## src/hdl/nps_pkg.sv

```systemverilog
`timescale 1ns / 1ps
// Shared types and constants for the non-preemptive priority scheduler.
// No dependencies; used by every module of the block.
package nps_pkg;

    localparam int MAX_JOBS_DEF = 64;
    localparam int ARR_W        = 16;
    localparam int BURST_W      = 16;
    localparam int PRIO_W       = 8;
    localparam int TIME_W       = 24;
    localparam int SUM_W        = 32;
    localparam int ID_W         = 7;

    typedef enum logic [3:0] {
        S_LOAD = 4'b0001,
        S_SCAN = 4'b0010,
        S_CALC = 4'b0100,
        S_EMIT = 4'b1000
    } state_t;

    typedef enum logic [2:0] {
        ST_FINISH = 3'd0,
        ST_TURN   = 3'd1,
        ST_WAIT   = 3'd2,
        ST_SUM_T  = 3'd3,
        ST_SUM_W  = 3'd4,
        ST_GAP    = 3'd5,
        ST_IDLE   = 3'd6
    } calc_step_t;

    typedef enum logic {
        ALU_ADD = 1'b0,
        ALU_SUB = 1'b1
    } alu_op_t;

    typedef struct packed {
        alu_op_t          op;
        logic [SUM_W-1:0] a;
        logic [SUM_W-1:0] b;
    } alu_req_t;

    typedef struct packed {
        logic [ARR_W-1:0]   arrival;
        logic [BURST_W-1:0] burst;
        logic [PRIO_W-1:0]  prio;
    } job_t;

endpackage

```

## src/hdl/nps_alu.sv

```systemverilog
`timescale 1ns / 1ps
// Shared add/subtract unit stepped by the scheduler sequencer.
// Depends on nps_pkg.
module nps_alu
(
    input  nps_pkg::alu_req_t           req,
    output logic [nps_pkg::SUM_W-1:0]   y
);

    always_comb
    begin
        unique case (req.op)
            nps_pkg::ALU_ADD: y = req.a + req.b;
            nps_pkg::ALU_SUB: y = req.a - req.b;
        endcase
    end

endmodule

```

## src/hdl/nps_job_mem.sv

```systemverilog
`timescale 1ns / 1ps
// Job descriptor memory and per-job done bits, one write and one registered read port.
// Depends on nps_pkg.
module nps_job_mem #(
    parameter int DEPTH = nps_pkg::MAX_JOBS_DEF,
    parameter int IDX_W = 6
)
(
    input  logic              clk,
    input  logic              wr_job_en,
    input  logic              wr_done_en,
    input  logic [IDX_W-1:0]  wr_addr,
    input  nps_pkg::job_t     wr_job,
    input  logic              wr_done,
    input  logic              rd_en,
    input  logic [IDX_W-1:0]  rd_addr,
    output nps_pkg::job_t     rd_job,
    output logic              rd_done
);

    nps_pkg::job_t job_mem [DEPTH];
    logic          done_mem [DEPTH];

    always_ff @(posedge clk)
    begin
        if (wr_job_en)
        begin
            job_mem[wr_addr] <= wr_job;
        end
        if (wr_done_en)
        begin
            done_mem[wr_addr] <= wr_done;
        end
        if (rd_en)
        begin
            rd_job  <= job_mem[rd_addr];
            rd_done <= done_mem[rd_addr];
        end
    end

endmodule

```

## src/hdl/nonpreemptive_priority_scheduler_unit.sv

```systemverilog
`timescale 1ns / 1ps
// Non-preemptive priority scheduler: job loader, scan sequencer and result register.
// Depends on nps_pkg, nps_job_mem and nps_alu.
//
// Usage:
//   Job channel (job_valid/job_stall): one descriptor beat per cycle while loading.
//   A beat with last set closes the set and starts scheduling; job_stall stays
//   high until the final result of the set has been placed in the output register.
//   Descriptors beyond MAX_JOBS are dropped, but their last mark still counts.
//   Result channel (result_valid/result_stall): one beat per job, in run order,
//   last_result set on the final one. The output register holds a stalled beat.
//   Per result, N jobs in the set: one scan reads the job memory through its
//   one read port, one entry per cycle; a second scan follows when no job is
//   ready and time jumps forward; then the shared adder steps through finish,
//   turnaround, wait, the two sums, gap and idle, and the output register is
//   loaded once the receiver is not stalling with a beat still held.
//   Reset: asynchronous, active low; the block comes up empty and loading.
//   The job memory is not cleared; every entry read was written in its set.
module nonpreemptive_priority_scheduler_unit #(
    parameter int MAX_JOBS = nps_pkg::MAX_JOBS_DEF
)
(
    input  logic                          clk,
    input  logic                          rst_n,
    input  logic                          job_valid,
    output logic                          job_stall,
    input  logic [nps_pkg::ARR_W-1:0]     arrival_tick,
    input  logic [nps_pkg::BURST_W-1:0]   burst_len,
    input  logic [nps_pkg::PRIO_W-1:0]    priority_req,
    input  logic                          last,
    output logic                          result_valid,
    input  logic                          result_stall,
    output logic [nps_pkg::ID_W-1:0]      job_id,
    output logic [nps_pkg::TIME_W-1:0]    start_tick,
    output logic [nps_pkg::TIME_W-1:0]    finish_tick,
    output logic [nps_pkg::TIME_W-1:0]    turnaround_len,
    output logic [nps_pkg::TIME_W-1:0]    wait_len,
    output logic [nps_pkg::SUM_W-1:0]     total_turnaround,
    output logic [nps_pkg::SUM_W-1:0]     total_waiting,
    output logic [nps_pkg::TIME_W-1:0]    idle_time,
    output logic [nps_pkg::ID_W-1:0]      job_count,
    output logic                          last_result
);

    localparam int IDX_W = (MAX_JOBS > 1) ? $clog2(MAX_JOBS) : 1;
    localparam int CNT_W = $clog2(MAX_JOBS + 1);
    localparam int TW    = nps_pkg::TIME_W;
    localparam int SW    = nps_pkg::SUM_W;
    localparam int AW    = nps_pkg::ARR_W;
    localparam int BW    = nps_pkg::BURST_W;
    localparam int PW    = nps_pkg::PRIO_W;
    localparam int IW    = nps_pkg::ID_W;

    nps_pkg::state_t     state_reg, state_next;
    nps_pkg::calc_step_t step_reg, step_next;

    logic [CNT_W-1:0] count_reg, count_next;
    logic [CNT_W-1:0] emitted_reg, emitted_next;
    logic [CNT_W-1:0] scan_addr_reg, scan_addr_next;
    logic [TW-1:0]    tick_reg, tick_next;
    logic [TW-1:0]    prev_reg, prev_next;
    logic             first_reg, first_next;
    logic [SW-1:0]    sum_t_reg, sum_t_next;
    logic [SW-1:0]    sum_w_reg, sum_w_next;
    logic [TW-1:0]    sum_i_reg, sum_i_next;
    logic             rd_valid_reg, rd_valid_next;
    logic             found_reg, found_next;
    logic             early_valid_reg, early_valid_next;

    logic [IDX_W-1:0] rd_idx_reg, rd_idx_next;
    logic [IDX_W-1:0] best_idx_reg, best_idx_next;
    logic [AW-1:0]    best_arr_reg, best_arr_next;
    logic [BW-1:0]    best_burst_reg, best_burst_next;
    logic [PW-1:0]    best_prio_reg, best_prio_next;
    logic [AW-1:0]    early_reg, early_next;
    logic [TW-1:0]    finish_reg, finish_next;
    logic [TW-1:0]    turn_reg, turn_next;
    logic [TW-1:0]    wait_reg, wait_next;
    logic [TW-1:0]    gap_reg, gap_next;

    logic             out_valid_reg, out_valid_next;
    logic [IW-1:0]    out_id_reg, out_id_next;
    logic [TW-1:0]    out_start_reg, out_start_next;
    logic [TW-1:0]    out_comp_reg, out_comp_next;
    logic [TW-1:0]    out_turn_reg, out_turn_next;
    logic [TW-1:0]    out_wait_reg, out_wait_next;
    logic [SW-1:0]    out_tot_t_reg, out_tot_t_next;
    logic [SW-1:0]    out_tot_w_reg, out_tot_w_next;
    logic [TW-1:0]    out_idle_reg, out_idle_next;
    logic [IW-1:0]    out_cnt_reg, out_cnt_next;
    logic             out_last_reg, out_last_next;

    logic             mem_wr_job_en;
    logic             mem_wr_done_en;
    logic [IDX_W-1:0] mem_wr_addr;
    nps_pkg::job_t    mem_wr_job;
    logic             mem_wr_done;
    logic             mem_rd_en;
    nps_pkg::job_t    mem_rd_job;
    logic             mem_rd_done;

    nps_pkg::alu_req_t alu_req;
    logic [SW-1:0]     alu_y;

    logic             job_accept;
    logic             out_free;
    logic             entry_pend;
    logic             entry_ready;
    logic             entry_better;
    logic             entry_take;
    logic             entry_early;
    logic             scan_end;
    logic             set_last;
    logic [SW-1:0]    id_wide;
    logic [SW-1:0]    cnt_wide;

    nps_job_mem #(
        .DEPTH (MAX_JOBS),
        .IDX_W (IDX_W)
    ) u_nps_job_mem (
        .clk        (clk),
        .wr_job_en  (mem_wr_job_en),
        .wr_done_en (mem_wr_done_en),
        .wr_addr    (mem_wr_addr),
        .wr_job     (mem_wr_job),
        .wr_done    (mem_wr_done),
        .rd_en      (mem_rd_en),
        .rd_addr    (scan_addr_reg[IDX_W-1:0]),
        .rd_job     (mem_rd_job),
        .rd_done    (mem_rd_done)
    );

    nps_alu u_nps_alu (
        .req (alu_req),
        .y   (alu_y)
    );

    assign job_stall  = (state_reg != nps_pkg::S_LOAD);
    assign job_accept = job_valid && !job_stall;
    assign out_free   = !out_valid_reg || !result_stall;

    assign entry_pend   = rd_valid_reg && !mem_rd_done;
    assign entry_ready  = entry_pend && (TW'(mem_rd_job.arrival) <= tick_reg);
    assign entry_better = !found_reg || (mem_rd_job.prio > best_prio_reg)
                          || ((mem_rd_job.prio == best_prio_reg)
                              && (mem_rd_job.arrival < best_arr_reg));
    assign entry_take   = entry_ready && entry_better;
    assign entry_early  = entry_pend && (!early_valid_reg || (mem_rd_job.arrival < early_reg));
    assign scan_end     = rd_valid_reg && (CNT_W'(rd_idx_reg) == (count_reg - 1'b1));
    assign set_last     = ((emitted_reg + 1'b1) == count_reg);
    assign id_wide      = SW'(best_idx_reg) + SW'(1);
    assign cnt_wide     = SW'(count_reg);

    always_comb
    begin
        alu_req.op = nps_pkg::ALU_ADD;
        alu_req.a  = SW'(tick_reg);
        alu_req.b  = SW'(best_burst_reg);
        unique case (step_reg)
            nps_pkg::ST_FINISH:
            begin
                alu_req.op = nps_pkg::ALU_ADD;
                alu_req.a  = SW'(tick_reg);
                alu_req.b  = SW'(best_burst_reg);
            end
            nps_pkg::ST_TURN:
            begin
                alu_req.op = nps_pkg::ALU_SUB;
                alu_req.a  = SW'(finish_reg);
                alu_req.b  = SW'(best_arr_reg);
            end
            nps_pkg::ST_WAIT:
            begin
                alu_req.op = nps_pkg::ALU_SUB;
                alu_req.a  = SW'(turn_reg);
                alu_req.b  = SW'(best_burst_reg);
            end
            nps_pkg::ST_SUM_T:
            begin
                alu_req.op = nps_pkg::ALU_ADD;
                alu_req.a  = sum_t_reg;
                alu_req.b  = SW'(turn_reg);
            end
            nps_pkg::ST_SUM_W:
            begin
                alu_req.op = nps_pkg::ALU_ADD;
                alu_req.a  = sum_w_reg;
                alu_req.b  = SW'(wait_reg);
            end
            nps_pkg::ST_GAP:
            begin
                alu_req.op = nps_pkg::ALU_SUB;
                alu_req.a  = SW'(tick_reg);
                alu_req.b  = SW'(prev_reg);
            end
            nps_pkg::ST_IDLE:
            begin
                alu_req.op = nps_pkg::ALU_ADD;
                alu_req.a  = SW'(sum_i_reg);
                alu_req.b  = SW'(gap_reg);
            end
            default:
            begin
                alu_req.op = nps_pkg::ALU_ADD;
            end
        endcase
    end

    always_comb
    begin
        state_next       = state_reg;
        step_next        = step_reg;
        count_next       = count_reg;
        emitted_next     = emitted_reg;
        scan_addr_next   = scan_addr_reg;
        tick_next        = tick_reg;
        prev_next        = prev_reg;
        first_next       = first_reg;
        sum_t_next       = sum_t_reg;
        sum_w_next       = sum_w_reg;
        sum_i_next       = sum_i_reg;
        rd_valid_next    = 1'b0;
        rd_idx_next      = scan_addr_reg[IDX_W-1:0];
        found_next       = found_reg;
        early_valid_next = early_valid_reg;
        best_idx_next    = best_idx_reg;
        best_arr_next    = best_arr_reg;
        best_burst_next  = best_burst_reg;
        best_prio_next   = best_prio_reg;
        early_next       = early_reg;
        finish_next      = finish_reg;
        turn_next        = turn_reg;
        wait_next        = wait_reg;
        gap_next         = gap_reg;

        out_valid_next   = out_valid_reg && result_stall;
        out_id_next      = out_id_reg;
        out_start_next   = out_start_reg;
        out_comp_next    = out_comp_reg;
        out_turn_next    = out_turn_reg;
        out_wait_next    = out_wait_reg;
        out_tot_t_next   = out_tot_t_reg;
        out_tot_w_next   = out_tot_w_reg;
        out_idle_next    = out_idle_reg;
        out_cnt_next     = out_cnt_reg;
        out_last_next    = out_last_reg;

        mem_wr_job_en    = 1'b0;
        mem_wr_done_en   = 1'b0;
        mem_wr_addr      = count_reg[IDX_W-1:0];
        mem_wr_job       = '{arrival: arrival_tick, burst: burst_len, prio: priority_req};
        mem_wr_done      = 1'b0;
        mem_rd_en        = 1'b0;

        unique case (state_reg)
            nps_pkg::S_LOAD:
            begin
                if (job_accept)
                begin
                    if (count_reg < CNT_W'(MAX_JOBS))
                    begin
                        mem_wr_job_en  = 1'b1;
                        mem_wr_done_en = 1'b1;
                        count_next     = count_reg + 1'b1;
                    end
                    if (last)
                    begin
                        state_next       = nps_pkg::S_SCAN;
                        scan_addr_next   = '0;
                        found_next       = 1'b0;
                        early_valid_next = 1'b0;
                    end
                end
            end
            nps_pkg::S_SCAN:
            begin
                if (scan_addr_reg < count_reg)
                begin
                    mem_rd_en      = 1'b1;
                    rd_valid_next  = 1'b1;
                    scan_addr_next = scan_addr_reg + 1'b1;
                end
                if (entry_take)
                begin
                    found_next      = 1'b1;
                    best_idx_next   = rd_idx_reg;
                    best_arr_next   = mem_rd_job.arrival;
                    best_burst_next = mem_rd_job.burst;
                    best_prio_next  = mem_rd_job.prio;
                end
                if (entry_early)
                begin
                    early_valid_next = 1'b1;
                    early_next       = mem_rd_job.arrival;
                end
                if (scan_end)
                begin
                    rd_valid_next  = 1'b0;
                    scan_addr_next = '0;
                    if (found_reg || entry_take)
                    begin
                        state_next = nps_pkg::S_CALC;
                        step_next  = nps_pkg::ST_FINISH;
                    end
                    else
                    begin
                        // jump to the earliest pending arrival and rescan
                        tick_next        = TW'(early_next);
                        found_next       = 1'b0;
                        early_valid_next = 1'b0;
                    end
                end
            end
            nps_pkg::S_CALC:
            begin
                unique case (step_reg)
                    nps_pkg::ST_FINISH:
                    begin
                        finish_next = alu_y[TW-1:0];
                        step_next   = nps_pkg::ST_TURN;
                    end
                    nps_pkg::ST_TURN:
                    begin
                        turn_next = alu_y[TW-1:0];
                        step_next = nps_pkg::ST_WAIT;
                    end
                    nps_pkg::ST_WAIT:
                    begin
                        wait_next = alu_y[TW-1:0];
                        step_next = nps_pkg::ST_SUM_T;
                    end
                    nps_pkg::ST_SUM_T:
                    begin
                        sum_t_next = alu_y;
                        step_next  = nps_pkg::ST_SUM_W;
                    end
                    nps_pkg::ST_SUM_W:
                    begin
                        sum_w_next = alu_y;
                        step_next  = nps_pkg::ST_GAP;
                    end
                    nps_pkg::ST_GAP:
                    begin
                        gap_next  = alu_y[TW-1:0];
                        step_next = nps_pkg::ST_IDLE;
                    end
                    nps_pkg::ST_IDLE:
                    begin
                        if (!first_reg)
                        begin
                            sum_i_next = alu_y[TW-1:0];
                        end
                        step_next  = nps_pkg::ST_FINISH;
                        state_next = nps_pkg::S_EMIT;
                    end
                    default:
                    begin
                        step_next = nps_pkg::ST_FINISH;
                    end
                endcase
            end
            nps_pkg::S_EMIT:
            begin
                if (out_free)
                begin
                    out_valid_next = 1'b1;
                    out_id_next    = id_wide[IW-1:0];
                    out_start_next = tick_reg;
                    out_comp_next  = finish_reg;
                    out_turn_next  = turn_reg;
                    out_wait_next  = wait_reg;
                    out_tot_t_next = sum_t_reg;
                    out_tot_w_next = sum_w_reg;
                    out_idle_next  = sum_i_reg;
                    out_cnt_next   = cnt_wide[IW-1:0];
                    out_last_next  = set_last;

                    mem_wr_done_en = 1'b1;
                    mem_wr_addr    = best_idx_reg;
                    mem_wr_done    = 1'b1;

                    if (set_last)
                    begin
                        state_next   = nps_pkg::S_LOAD;
                        count_next   = '0;
                        emitted_next = '0;
                        tick_next    = '0;
                        prev_next    = '0;
                        first_next   = 1'b1;
                        sum_t_next   = '0;
                        sum_w_next   = '0;
                        sum_i_next   = '0;
                    end
                    else
                    begin
                        state_next       = nps_pkg::S_SCAN;
                        emitted_next     = emitted_reg + 1'b1;
                        tick_next        = finish_reg;
                        prev_next        = finish_reg;
                        first_next       = 1'b0;
                        scan_addr_next   = '0;
                        found_next       = 1'b0;
                        early_valid_next = 1'b0;
                    end
                end
            end
            default:
            begin
                state_next = nps_pkg::S_LOAD;
            end
        endcase
    end

    always_ff @(posedge clk or negedge rst_n)
    begin
        if (!rst_n)
        begin
            state_reg       <= nps_pkg::S_LOAD;
            step_reg        <= nps_pkg::ST_FINISH;
            count_reg       <= '0;
            emitted_reg     <= '0;
            scan_addr_reg   <= '0;
            tick_reg        <= '0;
            prev_reg        <= '0;
            first_reg       <= 1'b1;
            sum_t_reg       <= '0;
            sum_w_reg       <= '0;
            sum_i_reg       <= '0;
            rd_valid_reg    <= 1'b0;
            found_reg       <= 1'b0;
            early_valid_reg <= 1'b0;
            out_valid_reg   <= 1'b0;
        end
        else
        begin
            state_reg       <= state_next;
            step_reg        <= step_next;
            count_reg       <= count_next;
            emitted_reg     <= emitted_next;
            scan_addr_reg   <= scan_addr_next;
            tick_reg        <= tick_next;
            prev_reg        <= prev_next;
            first_reg       <= first_next;
            sum_t_reg       <= sum_t_next;
            sum_w_reg       <= sum_w_next;
            sum_i_reg       <= sum_i_next;
            rd_valid_reg    <= rd_valid_next;
            found_reg       <= found_next;
            early_valid_reg <= early_valid_next;
            out_valid_reg   <= out_valid_next;
        end
    end

    always_ff @(posedge clk)
    begin
        rd_idx_reg     <= rd_idx_next;
        best_idx_reg   <= best_idx_next;
        best_arr_reg   <= best_arr_next;
        best_burst_reg <= best_burst_next;
        best_prio_reg  <= best_prio_next;
        early_reg      <= early_next;
        finish_reg     <= finish_next;
        turn_reg       <= turn_next;
        wait_reg       <= wait_next;
        gap_reg        <= gap_next;
        out_id_reg     <= out_id_next;
        out_start_reg  <= out_start_next;
        out_comp_reg   <= out_comp_next;
        out_turn_reg   <= out_turn_next;
        out_wait_reg   <= out_wait_next;
        out_tot_t_reg  <= out_tot_t_next;
        out_tot_w_reg  <= out_tot_w_next;
        out_idle_reg   <= out_idle_next;
        out_cnt_reg    <= out_cnt_next;
        out_last_reg   <= out_last_next;
    end

    assign result_valid     = out_valid_reg;
    assign job_id           = out_id_reg;
    assign start_tick       = out_start_reg;
    assign finish_tick      = out_comp_reg;
    assign turnaround_len   = out_turn_reg;
    assign wait_len         = out_wait_reg;
    assign total_turnaround = out_tot_t_reg;
    assign total_waiting    = out_tot_w_reg;
    assign idle_time        = out_idle_reg;
    assign job_count        = out_cnt_reg;
    assign last_result      = out_last_reg;

endmodule

```

## config.mk

```make
export PLATFORM = sky130hd
export DESIGN_NAME = nonpreemptive_priority_scheduler_unit
export DESIGN_NICKNAME = d
export VERILOG_FILES = /design/src/hdl/nps_pkg.sv /design/src/hdl/nps_alu.sv /design/src/hdl/nps_job_mem.sv /design/src/hdl/nonpreemptive_priority_scheduler_unit.sv
export SDC_FILE = /design/constraint.sdc
export NUM_CORES = 2
export LEC_CHECK = 0
export ABC_CLOCK_PERIOD_IN_PS = 18650
export CAP_MARGIN = 10
export CORE_ASPECT_RATIO = 2
export CORE_MARGIN = 3
export CORE_UTILIZATION = 55
export CTS_CLUSTER_SIZE = 8
export DETAILED_ROUTE_END_ITERATION = 12
export DONT_BUFFER_PORTS = 1
export GPL_TIMING_DRIVEN = 1
export PLACE_DENSITY_LB_ADDON = 0.25
export SLEW_MARGIN = 20
export SYNTH_ARGS = -nofsm -noshare
export SYNTH_HDL_FRONTEND = slang
export SYNTH_SLANG_ARGS = --single-unit
```

## constraint.sdc

```tcl
create_clock -name clk -period 18.65 [get_ports clk]
set_clock_uncertainty 0.05 [all_clocks]
set_input_delay 2.7975 -clock clk [delete_from_list [all_inputs] [get_ports clk]]
set_output_delay 2.7975 -clock clk [all_outputs]
set_load 0.01 [all_outputs]
```

# Word-level counts from Yosys, hierarchy flattened
# Memory sizes are Yosys's and may differ from the RTL's. A register that Yosys moved wholly into a read port is not among the register bits.
# Cells that the tools add are included.
# word_totals
memories	2
word_cells	196
out_inout_bits	201
rom_bits	0
ramBits	2624
latchBits	0
in_bits	45
ff_bits	532
# op_classes
eq_ne	28
multipliers	0
mux	76
div	0
n_addsub	7
shifts	0
bitwise_logic	1
n_reduce_logical	41
n_lt_le_gt_ge	6
# mem_list
memory	depth	width	rd	rd_clocked_by_memory_dff	write_ports	line_no	text
u_nps_job_mem.job_mem	64	40	1	1	1	nps_job_mem.sv:21	nps_pkg::job_t job_mem [DEPTH];
u_nps_job_mem.done_mem	64	1	1	1	1	nps_job_mem.sv:22	logic done_mem [DEPTH];
# op_table
operator	count
$pmux 64 s6	1
$mux 24	8
$pmux 32 s2	3
$mux 32	4
$pmux 24 s2	2
$mux 7	11
$add 32x32->32	1
$lt 16x16->1	2
$sub 32x32->32	1
$mux 1	27
$le 16x24->1	1
$mux 4	6
$ne 2x2->1 const B	11
$add 7x1->7 const B	3
$pmux 7 s3	1
$pmux 3 s6	1
$mux 16	1
$pmux 4 s4	1
$reduce_and 5->1	3
$pmux 7 s2	1
$mux 6	2
$reduce_and 2->1	6
$reduce_and 4->1	3
$reduce_and 6->1	2
32 further kinds	57

# Longest topological paths before layout
# depth
word_depth	8
depth_mapped	23
mapped_depth_nobuf	20

# By module
# From an unflattened synthesis, not the netlist that was laid out.
# unflattened
hier_cells	6322
hier_area_um2	126674.0
# modules_own_cells
mod	cells_per_inst	area_each_um2	instances	seq_area_each_um2
nps_job_mem	4215	101571.2	1	80026.8
nonpreemptive_priority_scheduler_unit	1771	22753.1	1	15072.0
nps_alu	336	2349.8	1	0.0

# Worst setup path after synthesis
# Ideal clock, no wire load.
# synth_timing
path_kind	input -> register
startpoint	input result_stall
endpoint	memory u_nps_job_mem.job_mem[11][0] (netlist bit), enable pin
setup_time_ns	0.438
t_arrival_ns	8.595
n_path_buf	2
path_stages	9
slack_ns	9.568
t_required_ns	18.162
cell_sequence	nand2_1 -> nand2_1 -> inv_1 -> buf_2 -> buf_2 -> nand3_1 -> o31ai_1 -> nand3_1 -> nor2_1
# synth_via
elab_chain_len	4
# synth_lines
element	line_no	text
start, declared	nonpreemptive_priority_scheduler_unit.sv:32	input logic result_stall,
$logic_not 1->1	nonpreemptive_priority_scheduler_unit.sv:140	assign out_free = !out_valid_reg || !result_stall;
$logic_or 1x1->1	nonpreemptive_priority_scheduler_unit.sv:140	
$mux 6	nonpreemptive_priority_scheduler_unit.sv:364	if (out_free)
$mux 6	nonpreemptive_priority_scheduler_unit.sv:255	unique case (state_reg)
end, declared	nps_job_mem.sv:21	
# Every way passes these cells.

# Worst setup path after layout
# layout_timing
startpoint	register step_reg[2]
endpoint	register sum_w_reg[23]
# layout_via
elab_chain_len	7
word_cells_on_any_way	17
cone_classes	2 x add/sub; 7 x eq/ne; 5 x mux; 1 x bitwise; 2 x reduce/logical
# layout_lines
element	line_no	text
start, declared	nonpreemptive_priority_scheduler_unit.sv:55	nps_pkg::calc_step_t step_reg, step_next;
start signal, assigned	nonpreemptive_priority_scheduler_unit.sv:419	step_reg <= nps_pkg::ST_FINISH;
start signal, assigned	nonpreemptive_priority_scheduler_unit.sv:437	step_reg <= step_next;
parallel branches: the longest is 4 deep, another holds $sub 32x32->32	-	
$pmux 32 s2 *	nps_alu.sv:12	unique case (req.op)
net alu_y[23]	nonpreemptive_priority_scheduler_unit.sv:103	logic [SW-1:0] alu_y;
$mux 32 *	nonpreemptive_priority_scheduler_unit.sv:316	unique case (step_reg)
$pmux 32 s2 *	nonpreemptive_priority_scheduler_unit.sv:255	
end signal, assigned	nonpreemptive_priority_scheduler_unit.sv:445	sum_w_reg <= sum_w_next;
end, declared	nonpreemptive_priority_scheduler_unit.sv:64	logic [SW-1:0] sum_w_reg, sum_w_next;
# Mark *: on every way through the listed nets, which the timed path passes. The select of a mux whose other input is x is not followed.
# A chain may end at the register's enable or synchronous reset.

==> metrics.md <==
| Metric | Value |
|---|---|
| Status | `finished clean` |
| Worst-path clk slew | `around 0.050 ns` |
| Crit path max fanout | `56` |
| R2R cell count | `20` |
| Crit path from | `step_reg[2]` |
| RSZ-0062 raised after global routing | `false` |
| Residual DRC count | `0` |
| Root buf cell | `clkbuf_16` |
| Top Registers | `u_nps_job_mem.job_mem: 2560 flops, u_nps_job_mem.done_mem: 64 flops, u_nps_job_mem.rd_job: 40 flops` |
| Seq cells post-synth | `3197` |
| Placed Instance Area | `roughly 130000 um^2` |
| Routed WL | `336000 um` |
| Port buffer count | `0` |
| Clock tree sinks | `3197` |
| Setup bufs post-CTS | `0` |
| Crit Path Category | `reg -> reg` |
| DR iter-0 viols | `approximately 6600` |
| CP startpoint kind | `flop` |
| Critical path required time | `19.42 ns` |
| Initial Util | `0.554` |
| Clock Latency Late Sink | `0.92 ns` |
| Vias per cell | `between 6 and 7` |
| Crit Reg-Reg Endpoint | `sum_w_reg[23]` |
| Initial antenna violation count | `27` |
| Hold path start | `u_nps_job_mem.rd_job[9]` |
| Maximum VDD drop | `0.121 mV` |
| H-tree levels | `5` |
| Area delta synth->final | `12.9%` |
| Core region area | `227000 um^2` |
| Cells after Synth | `around 5900` |
| Largest net degree at the start of global routing | `170` |
| Number of synthesized flops with an enable pin | `3022` |
| Post-synthesis sequential area ratio | `0.758` |
| Die area | `234000 um^2` |
| Synth unique cells | `85` |
| Fmax | `141 MHz` |
| WL/cell | `36.3 um` |
| TritonCTS clock tree | `done` |
| Largest register FFs | `~2600` |
| Fin crit share | `0.381` |
| Power Density | `~140 nW/um^2` |
| CP endpoint kind | `flop` |
| Setup Viol. Count Final | `0` |
| Post-cts resize count | `0` |
| Worst hold path type | `reg -> reg` |
| Row count | `247` |
| Total of max-cap violations | `0` |
| Tot GR Track Use | `0.293` |
| Async set-reset flop share out of synthesis | `0.0529` |
| Vias in the first global route | `~65000` |
| Placed cell count | `8698` |
| Routability cong. | `1.06` |
| R2r setup slk | `11.55 ns` |
| Post-Layout Cell Count | `just over 9000` |
| CP endpoint | `sum_w_reg[23]` |
| Most common flop cell mapped by yosys | `edfxtp_1` |
| Final Critical Period | `7.10 ns` |
| Max transition margin | `0.235` |
| Finished Cell Area | `142000 um^2` |
| Io pins | `246` |
| Biggest register | `u_nps_job_mem.job_mem` |
| Layout cell share with drive strength beyond 1 | `0.264` |
| Chip Width | `344 um` |
| P_leak | `44.9 nW` |
| Num CTS Buffers | `441` |
| Worst reg2reg startpoint | `step_reg[2]` |
| Slew @ Worst Pin | `between 1 and 1.5 ns` |
| Die Span Y | `a little under 700 um` |
| Clock Path Buffers | `4` |
| First-pass GRT wire length | `482000 um` |
| Hold_buf cts | `0` |
| Yosys warning count | `0` |
| Final core occ | `0.626` |
| Final global-route overflow total | `0` |
| Critical Path AT | `7.88 ns` |
| Syn_area_per_cell | `between 20 and 25 um^2` |
| Slew Limit Fails | `0` |
| Via count | `61700` |
| Final ANT Viol Nets | `0` |
| 1st-pass router iterations | `7` |
| Mapped Nets | `5993` |
| Dpl hpwl | `214000 um` |
| Final Hold Fails | `0` |
| Final #Nets | `6297` |
| Area of the mapped netlist | `126000 um^2` |
| Sum Neg Setup Slack | `0 ns` |
-- layout by cell type (no fill, tap or decap), types with 21 or more instances in the layout --
cell type  instances
mux4_2           862
mux2i_1           73
a21o_1            32
xor2_1            25
dfrtp_1          159
clkbuf_1          72
edfxtp_1        3022
buf_4            147
a22oi_1           31
nand2b_1          23
a22o_1            60
clkbuf_16        447
nor2_4            69
ha_1              97
inv_1             99
mux2_2            52
nand3_1           40
o221ai_1          28
nor2_1           139
xnor2_1           50
and2_1            21
nand2_1          174
a21oi_1          103
o21ai_0          115
-- critical path, stage by stage, from the launching register on --
cell,delay [ns]
dfrtp_4,0.94
buf_4,0.73
nor2b_2,0.36
a22oi_1,0.25
o22ai_1,0.18
nor4b_2,0.43
nand2b_1,0.23
nor4_1,0.49
buf_4,0.22
nor2_1,0.05
xnor2_1,0.16
ha_1,0.39
nand2_1,0.08
o21ai_0,0.30
nor2_1,0.11
o21a_1,0.22
or2_2,0.37
o21bai_1,0.20
xor2_1,0.66
and2_1,0.29
mux2_2,0.18
-- logic make-up (layout without fill, tap and decap cells) --
| group | after synthesis | after routing | synth area share |
|---|---|---|---|
| flops | 3197 | 3197 | 0.758 |
| buf+inv | 392 | 789 | 0.0122 |
| fa+ha+maj | 98 | 98 | 0.00983 |
| simple gates | 588 | 588 | 0.0219 |
| mux | 997 | 997 | 0.166 |
| other cells | 0 | 13 | 0 |
| compound gates | 502 | 502 | 0.0270 |
| xor+xnor | 76 | 76 | 0.00530 |
-- where the power goes --
group	switching, mW	leakage, nW	internal [mW]
registers	0.169	29.4	8.19
clock network	2.80	5.74	4.24
logic	2.77	9.74	1.92
-- final cells by class --
| cell class | count | area [um^2] |
|---|---|---|
| antenna | 13 | 32.5 |
| clock buffer | 519 | 11500 |
| clock inverter | 17 | 340 |
| fill | 14800 | 84800 |
| inverter | 101 | 387 |
| multi-input combinational | 2261 | 29500 |
| sequential | 3197 | 95100 |
| tap | 2988 | 3740 |
| timing repair buffer | 152 | 1200 |
-- per-layer routing --
metal  share of wire  vias to the layer above  global-route usage
li1                -                    24900                   -
met1            0.32                    32800               0.319
met2            0.55                     3142               0.528
met3           0.063                      927              0.0494
met4           0.074                       12               0.182
met5         0.00024                        -                   0
-- metrics by stage --
stage / hold WS [ns] / total power, mW / worst slack (ns)
2_1_floorplan: 0.319 / 11.4 / 9.57
3_3_place_gp: 0.356 / 13.1 / 11.55
3_5_place_dp: 0.357 / 13.2 / 11.39
4_1_cts: 0.364 / 20.2 / 11.62
5_1_grt: 0.372 / 20.7 / 11.34
6_report: 0.364 / 20.1 / 11.55
-- cells in the mapped netlist (8+ instances only) --
library cell	instances	share of area
a211oi_1	9	0.00054
a21o_1	32	0.0019
a21oi_1	103	0.0041
a221oi_1	18	0.0013
a22o_1	60	0.0042
a22oi_1	31	0.0019
a31oi_1	12	0.00060
and2_1	21	0.0010
and3_1	8	0.00040
buf_1	58	0.0017
buf_2	19	0.00076
clkbuf_1	208	0.0062
dfrtp_1	167	0.033
edfxtp_1	3022	0.72
ha_1	97	0.0097
inv_1	100	0.0030
mux2_1	9	0.00081
mux2_2	52	0.0047
mux2i_1	73	0.0058
mux4_2	862	0.15
nand2_1	175	0.0052
nand2b_1	23	0.0011
nand3_1	40	0.0016
nand4_1	15	0.00075
nor2_1	211	0.0063
nor2b_1	22	0.0011
nor3_1	24	0.00096
o211ai_1	9	0.00054
o21a_1	8	0.00048
o21ai_0	115	0.0046
o21ai_1	12	0.00048
o221ai_1	28	0.0020
o31ai_1	20	0.0012
xnor2_1	51	0.0036
xor2_1	25	0.0017
-- worst min-delay path by stage --
stage / cells after the start / to / slack (ns)
floorplan: 0 / rd_idx_reg[2] / 0.32
global placement: 0 / best_burst_reg[1] / 0.36
detailed placement: 0 / best_burst_reg[1] / 0.36
CTS: 0 / best_burst_reg[1] / 0.36
global route: 0 / best_burst_reg[1] / 0.37
finish: 0 / best_burst_reg[1] / 0.36
No activity file was read; power rests on OpenSTA's default activity.
